<file path="config.mk">
export PLATFORM = sky130hd
export DESIGN_NAME = lphm_front
export DESIGN_NICKNAME = d
export VERILOG_FILES = /design/src/hw/rtl/lphm_pkg.sv /design/src/hw/rtl/lphm_front.sv
export SDC_FILE = /design/constraint.sdc
export NUM_CORES = 1
export LEC_CHECK = 0
export BUFFER_PORTS_ARGS = -buffer_cell sky130_fd_sc_hd__buf_4
export CORE_MARGIN = 8
export CORE_UTILIZATION = 56
export CTS_CLUSTER_SIZE = 10
export DETAILED_ROUTE_END_ITERATION = 6
export PLACE_DENSITY = 0.9
export SLEW_MARGIN = 30
export SYNTH_ARGS = -nofsm -noshare
export SYNTH_HDL_FRONTEND = slang
export SYNTH_SLANG_ARGS = --single-unit
export TNS_END_PERCENT = 1
</file>
<file path="constraint.sdc">
create_clock -name clk -period 12.45 [get_ports clk]
set_input_delay 1.245 -clock clk [delete_from_list [all_inputs] [get_ports clk]]
set_output_delay 1.245 -clock clk [all_outputs]
set_load 0.02 [all_outputs]
</file>
<file path="src/hw/rtl/lphm_pkg.sv">
`timescale 1ns / 1ps

package lphm_pkg;

  localparam int DEF_TABLE_DEPTH = 64;
  localparam int QUEUE_DEPTH     = 2;

  localparam logic [6:0] MODULUS_RESET = 7'd61;

  localparam logic [1:0] CMD_INSERT = 2'd0;
  localparam logic [1:0] CMD_LOOKUP = 2'd1;
  localparam logic [1:0] CMD_DELETE = 2'd2;
  localparam logic [1:0] CMD_NONE   = 2'd3;

  localparam logic [1:0] STATUS_OK        = 2'd0;
  localparam logic [1:0] STATUS_NOT_FOUND = 2'd1;
  localparam logic [1:0] STATUS_FULL      = 2'd2;

  localparam logic [1:0] SLOT_EMPTY   = 2'd0;
  localparam logic [1:0] SLOT_USED    = 2'd1;
  localparam logic [1:0] SLOT_DELETED = 2'd2;

  typedef struct packed {
    logic [1:0]         cmd;
    logic signed [31:0] key;
    logic signed [31:0] value;
  } req_t;

  typedef struct packed {
    logic [1:0]         status;
    logic signed [31:0] found_value;
    logic [6:0]         live_entries;
  } rsp_t;

endpackage

</file>
<file path="src/hw/rtl/lphm_front.sv">
`timescale 1ns / 1ps

module lphm_front import lphm_pkg::*; #(
  parameter int TABLE_DEPTH = DEF_TABLE_DEPTH,
  localparam int IDX_W = $clog2(TABLE_DEPTH)
) (
  input  logic             clk,
  input  logic             rst_n,
  input  logic             clearing,
  input  logic [6:0]       hash_modulus,
  input  logic             in_valid,
  output logic             in_ready,
  input  req_t             in_req,
  output logic             q_valid,
  input  logic             q_ready,
  output req_t             q_req,
  output logic [IDX_W-1:0] q_home
);

  localparam logic [1:0] F_IDLE = 2'd0;
  localparam logic [1:0] F_DIV  = 2'd1;
  localparam logic [1:0] F_RED  = 2'd2;
  localparam logic [1:0] F_PUSH = 2'd3;

  // remainder is below 128, so only a smaller depth needs a reduction step
  localparam logic [7:0] RED_LIM = (TABLE_DEPTH < 128) ? 8'(TABLE_DEPTH) : 8'd128;

  logic [1:0]  state_r, state_nxt;
  req_t        req_r, req_nxt;
  logic [31:0] mag_r, mag_nxt;
  logic [6:0]  mod_r, mod_nxt;
  logic [6:0]  rem_r, rem_nxt;
  logic [4:0]  bit_cnt_r, bit_cnt_nxt;
  logic [7:0]  trial;
  logic        trial_ge;

  assign trial    = {rem_r, mag_r[31]};
  assign trial_ge = (trial >= {1'b0, mod_r});

  assign in_ready = (state_r == F_IDLE) && !clearing;
  assign q_valid  = (state_r == F_PUSH);
  assign q_req    = req_r;
  assign q_home   = IDX_W'(rem_r);

  always_comb begin
    state_nxt   = state_r;
    req_nxt     = req_r;
    mag_nxt     = mag_r;
    mod_nxt     = mod_r;
    rem_nxt     = rem_r;
    bit_cnt_nxt = bit_cnt_r;
    case (state_r)
      F_IDLE: begin
        if (in_valid && in_ready) begin
          req_nxt     = in_req;
          // two's complement negate also maps the most negative key to 2^31
          mag_nxt     = in_req.key[31] ? (32'd0 - $unsigned(in_req.key))
                                       : $unsigned(in_req.key);
          mod_nxt     = (hash_modulus == 7'd0) ? 7'd1 : hash_modulus;
          rem_nxt     = '0;
          bit_cnt_nxt = '0;
          state_nxt   = F_DIV;
        end
      end
      F_DIV: begin
        rem_nxt     = trial_ge ? 7'(trial - {1'b0, mod_r}) : trial[6:0];
        mag_nxt     = {mag_r[30:0], 1'b0};
        bit_cnt_nxt = bit_cnt_r + 1'b1;
        if (bit_cnt_r == 5'd31) begin
          state_nxt = F_RED;
        end
      end
      F_RED: begin
        if ({1'b0, rem_r} >= RED_LIM) begin
          rem_nxt = rem_r - RED_LIM[6:0];
        end else begin
          state_nxt = F_PUSH;
        end
      end
      F_PUSH: begin
        if (q_ready) begin
          state_nxt = F_IDLE;
        end
      end
      default: begin
        state_nxt = F_IDLE;
      end
    endcase
  end

  always_ff @(posedge clk) begin
    if (!rst_n) begin
      state_r <= F_IDLE;
    end else begin
      state_r <= state_nxt;
    end
  end

  always_ff @(posedge clk) begin
    req_r     <= req_nxt;
    mag_r     <= mag_nxt;
    mod_r     <= mod_nxt;
    rem_r     <= rem_nxt;
    bit_cnt_r <= bit_cnt_nxt;
  end

endmodule

</file>
==> impl_metrics.tcl <==
set metrics [dict create \
    status "completed" \
    max-cap-violations 0 \
    hold_buffers 0 \
    multi_input_area_um2 1747 \
    regArea_um2 3553 \
    diodes 0 \
    p_comb_frac 0.302 \
    synth.area.top_cells "edfxtp_1 64%, xor2_1 3.8%, ha_1 3.7%" \
    first_iter_violations 291 \
    fin_crit_sh 0.2341 \
    setup_viol 0 \
    die_y_um 114.8 \
    grt_max_degree 75 \
    area_growth_pct 32.29 \
    hpwl_mm 9.274 \
    fin_crit_ns 2.915 \
    worst_skew_pair.late_latency_ns 0.50 \
    finalClockSkew_ns 0.008370 \
    vdd_drop_max_uv 102.0 \
    core-area_um2 9639 \
    post-route-util 0.7509 \
    rsz0062_at_grt "false" \
    cts_inserted_buffers 17 \
    ys.flop_type "edfxtp_1" \
    syn_inst 409 \
    most-common-layout-cells "153 x buf_4, 117 x edfxtp_1, 39 x o21ai_0" \
    start_kind "primary input" \
    synth_edf_count 117 \
    ioPinCount 152 \
    pwr-share-seq 0.404 \
    internal_power_mw 1.015 \
    cts_sinks 119 \
    via_per_inst 5.617 \
    yosys_register_bits 119 \
    cts_tree "done" \
    critical_path_class "in -> out" \
    crit_fanout 2 \
    syn-num-nets 504 \
    hold_viol_final 0 \
    dpl.cell_count 672 \
    die_area_um2 13190 \
    rrSetupSlack_ns 10.11 \
    cts.repair.resized 0 \
    routed-via-count 3943 \
    start_util 0.5676 \
    post-cts-setup-buffers 0 \
    yosys_warnings 0 \
    clockRootBuffer "clkbuf_8" \
    clk_pin_slew_worst_paths_ns 0.05 \
    leakagePower_nw 2.817 \
    hold_class "reg -> reg" \
    row_count 36 \
    stdcell_count 702 \
    critPathCaptureType "output port" \
    detail-route-antenna-nets 0 \
    synth_top_area_share 0.6421 \
    drc_errors 0 \
    hold_slack_ns 0.5327 \
    first_pass_iters 5 \
    portBuffers 151 \
    fin_total_pwr_mw 1.488 \
    grt_pass1_wl_mm 20.47 \
    tns_ns 0 \
    drive_gt1_frac 0.3585 \
    worstPathArrival_ns 1.67 \
    track_usage 0.2021 \
    p_sw_mw 0.4731 \
    htreeDepth 4 \
    worst_pin_slew_ns 0.8451 \
    wl_mm 13.19 \
    ys_seq_area_frac 0.6494 \
    p_sw_frac 0.3180 \
    slew_headroom 0.4323 \
    max_freq_ghz 0.3431 \
    critical_path_required_ns 11.20 \
    synthesis.area_um2 5471 \
    synth_cell_types 52 \
    place_congestion 0.8445 \
    final_common_cell "buf_4" \
    finalNetCount 654 \
    clk_path_buf_depth 2 \
    synth_top_area_cell "edfxtp_1" \
    wl_per_cell_um 18.79 \
    dieWidth_um 114.8 \
    power_density_nw_per_um2 205.5 \
    avgSynthCellArea_um2 13.38 \
    pwr-share-clk 0.295 \
    antenna_found_initial 0 \
    grt_pass1_vias 4065 \
    fill_cells 641 \
    synthArstFlopShare 0 \
    drv_slew 0 \
    globalRouteOverflowTotal 0 \
]
power by group through the flow:
stage	clock (mW)	combinational (mW)	sequential [mW]
finish	0.439	0.449	0.600
global route	0.461	0.495	0.610
CTS	0.446	0.445	0.602
detailed placement	0	0.439	0.609
global placement	0	0.420	0.604
floorplan	0	0.276	0.633
layer usage:
metal / part of all wire / up-vias / GRT usage
met4: 0.017 / 0 / 0.08231
met1: 0.36 / 1877 / 0.2199
met3: 0.082 / 27 / 0.05515
met2: 0.54 / 211 / 0.3640
li1: - / 1828 / -
met5: 0 / - / 0
final timing paths:
| kind | end | cells past startpoint | start |
|---|---|---|---|
| setup / recovery | in_ready | 3 | clearing |
| hold / removal | mag_r[23]$_DFFE_PP_ | 2 | mag_r[22]$_DFFE_PP_ |
| setup reg to reg | rem_r[0]$_DFFE_PP_ | 8 | mag_r[31]$_DFFE_PP_ |
| hold reg to reg | mag_r[23]$_DFFE_PP_ | 2 | mag_r[22]$_DFFE_PP_ |
worst max-delay path: stages:
cell and delay (ns):
buf_4 0.11, nor2b_1 0.14, buf_4 0.17
synth_stat cells (3+ instances only):
master    instances
a211oi_1          3
a21oi_1           8
and2_1            3
buf_4             6
clkbuf_1         17
edfxtp_1        117
ha_1             16
inv_1            17
mux2_2            6
nand2_1          37
nand2b_1          3
nand3_1           8
nor2_1           16
nor2b_1           7
nor3_1            5
nor3b_1           3
nor4_1            5
o21ai_0          39
o22ai_1           3
o31ai_1           7
o41ai_1          11
or2_2             4
xnor2_1           9
xor2_1           24
layout make-up:
class                      count  area share
timing repair buffer         154      0.1625
inverter                      18    0.009334
tap                          133     0.02299
clock inverter                12     0.01573
multi-input combinational    249      0.2413
sequential                   119      0.4909
clock buffer                  17     0.05722
metrics by stage:
| stage | area [µm²] | setup slack, ns |
|---|---|---|
| after floorplan | 5472 | 6.920 |
| after global placement | 6683 | 9.146 |
| after detailed placement | 6683 | 9.069 |
| after CTS | 7211 | 9.541 |
| after global routing | 7238 | 9.503 |
| final | 7238 | 9.535 |
cell families after synthesis:
kind of cell / count (synthesis) / share of synthesized area
AO/OA/AOI/OAI: 83 / 0.09856
XOR/XNOR: 33 / 0.05282
buffers and inverters: 41 / 0.03224
multiplexers: 9 / 0.01875
adder cells (fa/ha/maj): 17 / 0.04025
AND/OR/NAND/NOR: 107 / 0.1079
flip-flops: 119 / 0.6494
sequential cells by signal (all words and copies together), names as in the netlist:
signal and flops:
q_req 66, mag_r 32, mod_r 7, rem_r 7, bit_cnt_r 5, state_r 2
(Power assumes the default switching activity.)
