--- src/hw/rtl/lphm_queue.sv ---
`timescale 1ns / 1ps

module lphm_queue #(
  parameter int WIDTH = 66,
  parameter int DEPTH = 2,
  localparam int PW = (DEPTH > 1) ? $clog2(DEPTH) : 1,
  localparam int CW = $clog2(DEPTH + 1)
) (
  input  logic             clk,
  input  logic             rst_n,
  input  logic             in_valid,
  output logic             in_ready,
  input  logic [WIDTH-1:0] in_word,
  output logic             out_valid,
  input  logic             out_ready,
  output logic [WIDTH-1:0] out_word
);

  logic [WIDTH-1:0] mem_r [DEPTH];
  logic [PW-1:0]    wr_ptr_r, wr_ptr_nxt;
  logic [PW-1:0]    rd_ptr_r, rd_ptr_nxt;
  logic [CW-1:0]    count_r, count_nxt;
  logic             push, pop;

  assign in_ready  = (count_r != CW'(DEPTH));
  assign out_valid = (count_r != '0);
  assign out_word  = mem_r[rd_ptr_r];
  assign push      = in_valid && in_ready;
  assign pop       = out_valid && out_ready;

  always_comb begin
    wr_ptr_nxt = wr_ptr_r;
    rd_ptr_nxt = rd_ptr_r;
    count_nxt  = count_r;
    if (push) begin
      wr_ptr_nxt = (wr_ptr_r == PW'(DEPTH - 1)) ? '0 : wr_ptr_r + 1'b1;
    end
    if (pop) begin
      rd_ptr_nxt = (rd_ptr_r == PW'(DEPTH - 1)) ? '0 : rd_ptr_r + 1'b1;
    end
    if (push && !pop) begin
      count_nxt = count_r + 1'b1;
    end else if (pop && !push) begin
      count_nxt = count_r - 1'b1;
    end
  end

  always_ff @(posedge clk) begin
    if (!rst_n) begin
      wr_ptr_r <= '0;
      rd_ptr_r <= '0;
      count_r  <= '0;
    end else begin
      wr_ptr_r <= wr_ptr_nxt;
      rd_ptr_r <= rd_ptr_nxt;
      count_r  <= count_nxt;
    end
  end

  always_ff @(posedge clk) begin
    if (push) begin
      mem_r[wr_ptr_r] <= in_word;
    end
  end

endmodule

--- config.mk ---
export PLATFORM = sky130hd
export DESIGN_NAME = lphm_queue
export DESIGN_NICKNAME = d
export VERILOG_FILES = /design/src/hw/rtl/lphm_queue.sv
export SDC_FILE = /design/constraint.sdc
export NUM_CORES = 1
export LEC_CHECK = 0
export BUFFER_PORTS_ARGS = -buffer_cell sky130_fd_sc_hd__buf_4
export CAP_MARGIN = 20
export CORE_MARGIN = 2
export CORE_UTILIZATION = 40
export CTS_BUF_LIST = sky130_fd_sc_hd__clkbuf_4 sky130_fd_sc_hd__clkbuf_8
export CTS_CLUSTER_SIZE = 28
export DETAILED_ROUTE_END_ITERATION = 10
export GPL_ROUTABILITY_DRIVEN = 0
export HOLD_SLACK_MARGIN = 0.08
export SYNTH_ARGS = -nofsm -noshare
export SYNTH_HDL_FRONTEND = slang
export SYNTH_SLANG_ARGS = --single-unit
--- constraint.sdc ---
create_clock -name clk -period 8.4 [get_ports clk]
set_clock_uncertainty 0.1 [all_clocks]
set_input_delay 1.26 -clock clk [delete_from_list [all_inputs] [get_ports clk]]
set_output_delay 1.26 -clock clk [all_outputs]
set_load 0.01 [all_outputs]
==> results of run 1 <==
==> stage by stage <==
| stage | setup WS [ns] | hold WS, ns |
|---|---|---|
| floorplan | 5.01 | 0.412 |
| global placement | 5.34 | 0.429 |
| detailed placement | 5.30 | 0.467 |
| CTS | 4.97 | 0.487 |
| global route | 4.92 | 0.534 |
| finish | 5.05 | 0.482 |
==> layer usage <==
metal  global-route usage, %  share of wire [%]  up-vias
met3                    6.59                8.9        9
li1                        -                  -     1200
met4                    5.24                1.2        0
met5                       0                  0        -
met2                    20.7                 46       98
met1                    17.2                 44     1250
==> cell type report <==
cell class / instances / share of cell area, %
clock inverter: 8 / 0.559
multi-input combinational: 84 / 13.7
inverter: 1 / 0.0578
timing repair buffer: 138 / 16.0
tap: 168 / 3.24
sequential: 137 / 62.7
clock buffer: 19 / 3.84
==> where the power goes <==
group / switching, W / leakage, nW / total [W] / internal (W)
clock: 0.000215 / 0.156 / 0.000410 / 0.000195
combinational: 0.000196 / 0.964 / 0.000465 / 0.000269
sequential: 0.0000663 / 1.27 / 0.000922 / 0.000856
==> worst reg2reg max path, cell delays in order (launching register included) <==
cell and delay [ns]:
dfxtp_1 0.44, nand2b_4 0.20, nand3b_1 0.12, inv_2 0.52, buf_4 0.57
==> synthesized netlist by cell type, types with 2 or more instances <==
master | n | area share (%)
and2_1 | 4 | 0.50
buf_2 | 2 | 0.20
buf_6 | 4 | 0.90
dfxtp_1 | 5 | 2.0
edfxtp_1 | 132 | 79
mux2_2 | 66 | 15
xnor2_1 | 2 | 0.35
==> how the worst max path moves through the flow <==
stage | start | to | slack (ns)
after global placement | in_valid | mem_r[0][56]$_DFFE_PP_ | 5.34
final | register | out_word[45] | 5.05
after detailed placement | in_valid | mem_r[0][56]$_DFFE_PP_ | 5.30
after floorplan | in_valid | mem_r[1][0]$_DFFE_PP_ | 5.01
after CTS | register | out_word[58] | 4.97
after global routing | register | out_word[34] | 4.92
==> kinds of logic (layout without fill, tap and decap cells) <==
family          count (synthesis)  in the layout
mux                            66             66
fa+ha+maj                       1              1
buf+inv                         8            166
compound gates                  5              5
flops                         137            137
xor+xnor                        3              3
simple gates                    9              9
==> registers in the layout (all words and copies together), names as in the netlist, named ones only <==
register  count
mem_r       132
rd_ptr_r      1
wr_ptr_r      1
count_r       2
==> layout by cell type (no fill, tap or decap), drive strengths merged, types with 2 or more instances in the layout <==
cell / synthesis / routed
xnor2: 2 / 2
clkbuf: 0 / 19
buf: 7 / 138
dfxtp: 5 / 5
mux2: 66 / 66
edfxtp: 132 / 132
o21ai: 2 / 2
and2: 4 / 4
a21boi: 2 / 2
clkinv: 0 / 8
==> metrics.md, run 1 <==
| Metric | Value |
|---|---|
| Crit start category | register |
| Remaining DRCs | 0 |
| Post-CTS Setup Inserts | 0 |
| Syn nets | 300 |
| Main combinational cell family by area after synthesis | multiplexers |
| Pins Over Slew Limit | 0 |
| R2r setup slk | 6.09 ns |
| FP Rows | 40 |
| CTS clk-pin slew, worst paths | 0.06 ns |
| Starting DRC count in detailed routing | 188 |
| Via count | 2557 |
| Final hold vios | 0 |
| CP delay by family, top | flip-flops |
| Nets@finish | 450 |
| Fin cells | 555 |
| Critical Path RT | 7.04 ns |
| Final period utilization | 39.8% |
| Endpoint class of the critical path | output port |
| Initial antenna violation count | 0 |
| Cell count after synthesis | 229 |
| Worst r2r src | count_r[0]$_SDFFE_PN0P_ |
| Largest net degree at the start of global routing | 67 |
| Number of port buffers | 137 |
| CP max stage cell | dfxtp_4 |
| Pwr dens | 277 nW/um2 |
| P_leak | 2.39 nW |
| Crit Path Max Fanout | 66 |
| Core area | 12100 um2 |
| WP data arrival | 1.99 ns |
| Drt total wl | 8.77 mm |
| Final Core Density | 53.6% |
| Register area | 4070 um2 |
| Final setup TNS | 0 ns |
| CTS tree | yes |
| Peak supply drop | 0.181 mV |
| Synth Area in XOR/XNOR | 0.524% |
| Vias per cell | 4.61 |
| WL/cell | 15.8 um |
| CTS Buffer Depth | 2 |
| Fraction of layout cells with a size suffix above 1 | 60.5% |
| Multi-input logic area | 887 um2 |
| Yosys cell types | 21 |
| Area Overhead vs Synth | 29.5% |
| YS warnings | 0 |
| Mux contribution to synthesized area | 14.8% |
| Simple-Gate Fraction of Synth Area | 1.30% |
| Final ANT Viol Nets | 0 |
| Sequential fraction of the synthesis area | 81.1% |
| CTS root buf | clkbuf_8 |
| MaxCap Viol Count | 0 |
| Total CTS buffers | 17 |
| # hold bufs at CTS | 0 |
| # IOs | 138 |
| Die X | 116 um |
| Finished layout cell area | 6490 um2 |
| Main synth FF type | edfxtp_1 |
| Hold Startpoint | rd_ptr_r$_SDFFE_PN0P_ |
| Vias in the first global route | 2609 |
| Worst hold path type | register to register |
| Adder-cell share of the synthesized area | 0.250% |
| Synth Register Bits | 137 |
| EDFF count, synth | 132 |
| Initial core utilization | 41.4% |
| Complex-gate fraction of the synthesized area | 0.699% |
| Hold depth | 2 |
| Status | complete, no violations |
| CP bufs+invs | 1 |
| Crit path depth | 2 |
| First-pass GRT wire length | 13.3 mm |
| CP cell instances | mux2_2 > buf_4 |
| Slew margin rel. | 36.1% |
| Placed cells | 528 |
| Drt first pass iters | 4 |
| Post-CTS Resized | 0 |
| Crit path kind | register to output port |
| Slew @ Worst Pin | 0.958 ns |
| Synthesized area | 5010 um2 |
| Die Y | 116 um |
| Pwr Total | 0.00180 W |
| Fillers | 1017 |
| Placed Area | 6200 um2 |
| CTS Sinks | 137 |
| Minimum clock period | 3.35 ns |
| ANT cells | 0 |
| Hpwl dp | 5.41 mm |
| Post-Syn Area per Cell | 21.9 um2 |
| Post-synth ARST share | 0% |
| CP max stage delay | 0.95 ns |
| R2R depth | 4 |
| Total track usage | 13.7% |
| Htree depth | 4 |
| Setup Viol. Count Final | 0 |
| Clk Latency, worst-skew pair | 0.42 ns |
| Grt ovf | 0 |
| Unrepaired setup endpoints after global routing | no |
| Critical R2R Capture | mem_r[0][37]$_DFFE_PP_ |
| Die area | 13400 um2 |
| Highest clock rate | 0.299 GHz |
Power figures use the tool's default switching activity.
==> run 2: changes to the inputs <==
ABC_AREA = 1   (was not set)
clock period = 3.4 ns   (was 8.4 ns; I/O delays follow)
==> run 2 against run 1 <==
Against the previous run:
- synthesized area grew 3.0%
- sequential share of layout area shrank 3.1 points
- sequential power grew 150%
- via count grew 4.5%
- first-iteration DRC count shrank 19%
- hold slack lost 0.33 ns
- register-to-register slack lost 4.6 ns
==> metrics.md, run 2 <==
| Metric | Value |
|---|---|
| ANT cells | 0 (unchanged) |
| Final hold vios | 0 (unchanged) |
| First-pass GRT wire length | 14.7 mm (was 13.3 mm) |
| Slew @ Worst Pin | 0.706 ns (was 0.958 ns) |
| Syn nets | 313 (was 300) |
| Crit Path Max Fanout | 42 (was 66) |
| Net Switching | 0.00127 W (was 0.000477 W) |
| EDFF count, synth | 132 (unchanged) |
| # IOs | 138 (unchanged) |
| Count leader, synth | edfxtp_1 (unchanged) |
| Yosys cell types | 15 (was 21) |
| Fraction of layout cells with a size suffix above 1 | 59.1% (was 60.5%) |
| Hold depth | 1 (was 2) |
| WL/cell | 16.0 um (was 15.8 um) |
| Final ANT Viol Nets | 0 (unchanged) |
| Placed cells | 551 (was 528) |
| # hold bufs at CTS | 0 (unchanged) |
| CTS root buf | clkbuf_8 (unchanged) |
| Vias per cell | 4.58 (was 4.61) |
| Starting DRC count in detailed routing | 152 (was 188) |
| Setup ws final | 0.692 ns (was 5.05 ns) |
| R2R depth | 5 (was 4) |
| CTS clk-pin slew, worst paths | 0.08 ns (was 0.06 ns) |
| Endpoint class of the critical path | output port (unchanged) |
| Synth area leaders | edfxtp_1 (77%), mux2_4 (12%), mux2_2 (5.7%) (was edfxtp_1 (79%), mux2_2 (15%), dfxtp_1 (2.0%)) |
| Final setup TNS | 0 ns (unchanged) |
| Hpwl dp | 6.20 mm (was 5.41 mm) |
| Pwr dens | 708 nW/um2 (was 277 nW/um2) |
| YS warnings | 0 (unchanged) |
| Crit path kind | register to output port (unchanged) |
| Post-Syn Area per Cell | 21.3 um2 (was 21.9 um2) |
| Vias in the first global route | 2851 (was 2609) |
| CTS tree | yes (unchanged) |
| Crit start category | register (unchanged) |
| Most frequent cells in the layout | buf_4 (143), edfxtp_1 (132), mux2_4 (40), mux2_2 (26), clkbuf_8 (17) (was buf_4 (138), edfxtp_1 (132), mux2_2 (66), clkbuf_8 (17), clkinv_2 (5)) |
| WP data arrival | 2.10 ns (was 1.99 ns) |
| Remaining DRCs | 0 (unchanged) |
| Status | complete, no violations (unchanged) |
| Slew margin rel. | 53.0% (was 36.1%) |
| Cell-internal power | 0.00356 W (was 0.00132 W) |
| Setup Viol. Count Final | 0 (unchanged) |
| Core area | 12600 um2 (was 12100 um2) |
| Unrepaired setup endpoints after global routing | no (unchanged) |
| Worst slack, placed | 1.12 ns (was 5.30 ns) |
| Cell count after synthesis | 242 (was 229) |
| Worst r2r src | count_r[0]$_SDFFE_PN0P_ (unchanged) |
| Pins Over Slew Limit | 0 (unchanged) |
| Hold Startpoint | in_word[50] (was rd_ptr_r$_SDFFE_PN0P_) |
| Comb pwr share | 25.8% (was 25.9%) |
| Total track usage | 14.2% (was 13.7%) |
| Worst hold endpoint | mem_r[1][50]$_DFFE_PP_ |
| R2r setup slk | 1.50 ns (was 6.09 ns) |
| Most common cell after layout, fill and taps aside | buf_4 (unchanged) |
| Dominant cell type by area after synthesis | edfxtp_1 (unchanged) |
| Number of port buffers | 137 (unchanged) |
| Die X | 118 um (was 116 um) |
| P_leak | 2.63 nW (was 2.39 nW) |
| Drt total wl | 9.35 mm (was 8.77 mm) |
| Post-synth ARST share | 0% (unchanged) |
| Total CTS buffers | 17 (unchanged) |
| CTS Buffer Depth | 2 (unchanged) |
| Share of the synthesized area in the top cell type | 76.8% (was 79.1%) |
| MaxCap Viol Count | 0 (unchanged) |
| Largest net degree at the start of global routing | 43 (was 67) |
| Clk Latency, worst-skew pair | 0.44 ns (was 0.42 ns) |
| Main synth FF type | edfxtp_1 (unchanged) |
| Most flop-heavy register | mem_r (unchanged) |
| FP Rows | 41 (was 40) |
| Sequential fraction of the synthesis area | 78.7% (was 81.1%) |
| Die Y | 118 um (was 116 um) |
| Post-CTS Setup Inserts | 0 (unchanged) |
| Synth Register Bits | 137 (unchanged) |
| Minimum clock period | 2.71 ns |
| Synthesized area | 5160 um2 (was 5010 um2) |
| Area Overhead vs Synth | 32.2% (was 29.5%) |
| Largest register FFs | 132 (unchanged) |
| Flop pwr share | 46.8% (was 51.3%) |
| Peak supply drop | 0.282 mV (was 0.181 mV) |
| Fin cells | 583 (was 555) |
| Worst hold path type | primary input to register (was register to register) |
| CTS Sinks | 137 (unchanged) |
| Clock power share | 27.4% (was 22.8%) |
| Via count | 2671 (was 2557) |
| Critical R2R Capture | mem_r[0][64]$_DFFE_PP_ (was mem_r[0][37]$_DFFE_PP_) |
| Sw frac | 26.3% (was 26.5%) |
| Grt ovf | 0 (unchanged) |
| Fillers | 1058 (was 1017) |
| Initial antenna violation count | 0 (unchanged) |
| Die area | 13800 um2 (was 13400 um2) |
| Htree depth | 4 (unchanged) |
| Final period utilization | 79.7% |
| Highest clock rate | 0.369 GHz |
| Initial core utilization | 40.9% (was 41.4%) |
| Largest regs | mem_r: 132 flops, count_r: 2 flops (unchanged) |
| Nets@finish | 469 (was 450) |
| Most common library cells after synthesis | edfxtp_1 (132), mux2_4 (40), mux2_2 (26) (was edfxtp_1 (132), mux2_2 (66), dfxtp_1 (5)) |
| Post-CTS Resized | 0 (unchanged) |
| Critical Path RT | 2.79 ns (was 7.04 ns) |
| Drt first pass iters | 4 (unchanged) |
-- run 2: power by group through the flow --
stage | Sequential [W] | Combinational (W) | Clock (W)
after floorplan | 0.00224 | 0.000771 | 0
after global placement | 0.00229 | 0.00124 | 0
after detailed placement | 0.00230 | 0.00126 | 0
after CTS | 0.00227 | 0.00127 | 0.00137
after global routing | 0.00229 | 0.00134 | 0.00144
final | 0.00226 | 0.00125 | 0.00132
-- run 2: logic make-up (layout without fill, tap and decap cells) --
kind of cell,count (synthesis),in the layout,share of synthesized area (%)
AO/OA/AOI/OAI,4,4,0.436
buffers and inverters,15,184,1.87
adder cells (fa/ha/maj),1,1,0.242
multiplexers,66,66,17.3
flip-flops,137,137,78.7
AND/OR/NAND/NOR,19,19,1.45
-- run 2: metrics by stage --
| stage | util [%] | hold slack [ns] | instance area [um2] | power (W) |
|---|---|---|---|---|
| 3_5_place_dp | 50.9 | 0.383 | 6420 | 0.00357 |
| 2_1_floorplan | - | 0.367 | 5160 | 0.00301 |
| 4_1_cts | 54.1 | 0.115 | 6830 | 0.00491 |
| 6_report | 54.1 | 0.153 | 6830 | 0.00483 |
| 5_1_grt | 54.1 | 0.117 | 6830 | 0.00507 |
| 3_3_place_gp | 50.9 | 0.379 | 6420 | 0.00354 |
-- run 2: worst max-delay path, cell delays in order, from the launching register on --
cell     delay [ns]
dfxtp_4        0.82
buf_4          0.33
mux2_2         0.36
buf_4          0.14
-- run 2: worst max-delay path by stage --
stage | startpoint | end | slack (ns)
global placement | register | out_word[60] | 1.14
global route | register | out_word[60] | 0.58
finish | register | out_word[60] | 0.69
detailed placement | register | out_word[7] | 1.12
CTS | register | out_word[7] | 0.61
floorplan | count_r[0]$_SDFFE_PN0P_ | mem_r[0][0]$_DFFE_PP_ | -0.59
-- run 2: per-layer routing --
layer	global-route usage (%)	routed length (um)	vias to the layer above	part of all wire (%)
met1	16.5	3990	1307	43
met3	5.72	669	15	7.2
met2	22.5	4500	104	48
li1	-	-	1245	-
met5	0	0	-	0
met4	7.76	189	0	2.0
-- run 2: layout make-up --
class                      instances  area (um2)  share of cell area [%]
tap                              172         215                    3.15
multi-input combinational         90        1020                    14.9
clock buffer                      19         249                    3.65
inverter                           8        30.0                   0.440
clock inverter                    13         154                    2.25
timing repair buffer             144        1090                    16.0
sequential                       137        4070                    59.6
==> run 3: changes to the inputs <==
clock period = 2.65 ns   (was 3.4 ns; I/O delays follow)
==> run 3 against run 2 <==
Against the previous run:
- core utilization rose by 5.3 points
- clock power rose by 23%
- via count rose by 9.4%
- cell area rose by 9.9%
- sequential share of layout area fell by 5.3 points
- worst setup slack got worse by 0.42 ns
- hold slack improved by 0.0024 ns
- global-route usage rose by 0.18 points
- sequential power rose by 27%
- largest power group unchanged
==> metrics.md, run 3 (synthesis gave the netlist of run 2 again) <==
| Metric | Value |
|---|---|
| CTS clk-pin slew, worst paths | 0.06 ns (was 0.08 ns) |
| Peak supply drop | 0.478 mV (was 0.282 mV) |
| Largest regs | mem_r: 132 flops, count_r: 2 flops (unchanged) |
| Final setup TNS | 0 ns (unchanged) |
| Crit Path Max Fanout | 26 (was 42) |
| Via count | 2923 (was 2671) |
| Clock power share | 26.1% (was 27.4%) |
| Initial antenna violation count | 0 (unchanged) |
| Drt total wl | 9.62 mm (was 9.35 mm) |
| R2R depth | 10 (was 5) |
| Final Core Density | 59.4% (was 54.1%) |
| Setup Viol. Count Final | 0 (unchanged) |
| Sw frac | 25.5% (was 26.3%) |
| Die Y | 118 um (unchanged) |
| Area Overhead vs Synth | 45.3% (was 32.2%) |
| Register area | 4070 um2 (unchanged) |
| Setup ws final | 0.274 ns (was 0.692 ns) |
| WL/cell | 14.8 um (was 16.0 um) |
| Hold depth | 3 (was 1) |
| P_leak | 2.93 nW (was 2.63 nW) |
| Crit start category | register (unchanged) |
| Initial core utilization | 40.9% (unchanged) |
| Fraction of layout cells with a size suffix above 1 | 50.4% (was 59.1%) |
| Critical R2R Capture | count_r[1]$_SDFFE_PN0P_ (was mem_r[0][64]$_DFFE_PP_) |
| Nets@finish | 536 (was 469) |
| Die X | 118 um (unchanged) |
| Flop pwr share | 46.0% (was 46.8%) |
| Slew @ Worst Pin | 0.467 ns (was 0.706 ns) |
| Grt ovf | 0 (unchanged) |
| Cell-internal power | 0.00464 W (was 0.00356 W) |
| CTS Buffer Depth | 2 (unchanged) |
| Pins Over Slew Limit | 0 (unchanged) |
| Starting DRC count in detailed routing | 161 (was 152) |
| Worst hold path type | primary input to register (unchanged) |
| Most frequent cells in the layout | buf_4 (142), edfxtp_1 (132), dlygate4sd3_1 (66), mux2_4 (40), mux2_2 (26) (was buf_4 (143), edfxtp_1 (132), mux2_4 (40), mux2_2 (26), clkbuf_8 (17)) |
| Crit path kind | register to output port (unchanged) |
| Final hold vios | 0 (unchanged) |
| Largest register FFs | 132 (unchanged) |
| Hpwl dp | 6.01 mm (was 6.20 mm) |
| Multi-input logic area | 1020 um2 (unchanged) |
| CTS tree | yes (unchanged) |
| Vias in the first global route | 3138 (was 2851) |
| Total track usage | 14.4% (was 14.2%) |
| Pwr Total | 0.00623 W (was 0.00483 W) |
| WP data arrival | 1.88 ns (was 2.10 ns) |
| Worst r2r src | count_r[0]$_SDFFE_PN0P_ (unchanged) |
| Pwr dens | 831 nW/um2 (was 708 nW/um2) |
| Unrepaired setup endpoints after global routing | no (unchanged) |
| Net Switching | 0.00159 W (was 0.00127 W) |
| Crit path capture | out_word[62] (was out_word[60]) |
| CTS Sinks | 137 (unchanged) |
| Placed cells | 552 (was 551) |
| Fillers | 1016 (was 1058) |
| Final ANT Viol Nets | 0 (unchanged) |
| MaxCap Viol Count | 0 (unchanged) |
| Most common cell after layout, fill and taps aside | buf_4 (unchanged) |
| Number of port buffers | 137 (unchanged) |
| # IOs | 138 (unchanged) |
| Core area | 12600 um2 (unchanged) |
| Largest net degree at the start of global routing | 51 (was 43) |
| Clk Latency, worst-skew pair | 0.41 ns (was 0.44 ns) |
| Post-CTS Resized | 0 (unchanged) |
| First-pass GRT wire length | 15.1 mm (was 14.7 mm) |
| Most flop-heavy register | mem_r (unchanged) |
| Final period utilization | 89.7% |
| Fin cells | 650 (was 583) |
| Die area | 13800 um2 (unchanged) |
| Critical Path RT | 2.15 ns (was 2.79 ns) |
| Comb pwr share | 27.8% (was 25.8%) |
| ANT cells | 0 (unchanged) |
| Htree depth | 4 (unchanged) |
| Highest clock rate | 0.421 GHz |
| Drt first pass iters | 4 (unchanged) |
| Vias per cell | 4.50 (was 4.58) |
| CTS root buf | clkbuf_8 (unchanged) |
| Minimum clock period | 2.38 ns |
| Total CTS buffers | 17 (unchanged) |
| R2r setup slk | 0.95 ns (was 1.50 ns) |
| Slew margin rel. | 68.9% (was 53.0%) |
| Remaining DRCs | 0 (unchanged) |
| Worst slack, placed | 0.683 ns (was 1.12 ns) |
| Post-CTS Setup Inserts | 0 (unchanged) |
| Endpoint class of the critical path | output port (unchanged) |
| Status | complete, no violations (unchanged) |
| FP Rows | 41 (unchanged) |
## run 3: changes by cell type in the layout (fill, tap and decap cells not counted), sizes merged
cell / change
clkinv: +5
dlygate4sd3: +66
buf: +1
clkinvlp: -5
## run 3: power groups by stage
| stage | logic [W] | clock network, W | registers, W |
|---|---|---|---|
| after floorplan | 0.000992 | 0 | 0.00285 |
| after global placement | 0.00166 | 0 | 0.00291 |
| after detailed placement | 0.00167 | 0 | 0.00292 |
| after CTS | 0.00176 | 0.00169 | 0.00288 |
| after global routing | 0.00186 | 0.00178 | 0.00290 |
| final | 0.00173 | 0.00163 | 0.00287 |
## run 3: critical path: stages, from the launching register on
cell and delay, ns:
dfxtp_4 0.65, buf_4 0.30, mux2_2 0.36, buf_4 0.14
## run 3: worst min-delay path by stage
| stage | from | to | slack, ns |
|---|---|---|---|
| 6_report | rst_n | rd_ptr_r$_SDFFE_PN0P_ | 0.16 |
| 2_1_floorplan | rd_ptr_r$_SDFFE_PN0P_ | register | 0.37 |
| 3_3_place_gp | rd_ptr_r$_SDFFE_PN0P_ | rd_ptr_r$_SDFFE_PN0P_ | 0.39 |
| 4_1_cts | rst_n | count_r[1]$_SDFFE_PN0P_ | 0.11 |
| 3_5_place_dp | rd_ptr_r$_SDFFE_PN0P_ | register | 0.39 |
| 5_1_grt | rst_n | count_r[1]$_SDFFE_PN0P_ | 0.12 |
## run 3: timing repair
action / CTS / global route
endpoints found under the setup margin: 0 / 0
hold buffers: 66 / 0
hold endpoints to repair: 132 / 0
## run 3: cell type report
type | count | share of cell area, %
well taps | 172 | 2.87
multi-input cells | 90 | 13.6
clock inverters | 13 | 1.78
repair buffers | 211 | 23.8
flip-flops and latches | 137 | 54.2
inverters | 8 | 0.400
clock buffers | 19 | 3.32
## run 3: layer usage
metal,vias to the layer above,global-route usage [%],wire length (um)
met4,0,7.30,157
met1,1430,16.9,4200
li1,1378,-,-
met3,10,5.67,550
met5,-,0,0
met2,105,23.0,4710
## run 3: per-stage QoR
stage / instance area (um2) / hold WS, ns
after global placement: 6460 / 0.387
final: 7500 / 0.156
after detailed placement: 6460 / 0.389
after CTS: 7500 / 0.112
after floorplan: 5170 / 0.367
after global routing: 7500 / 0.123
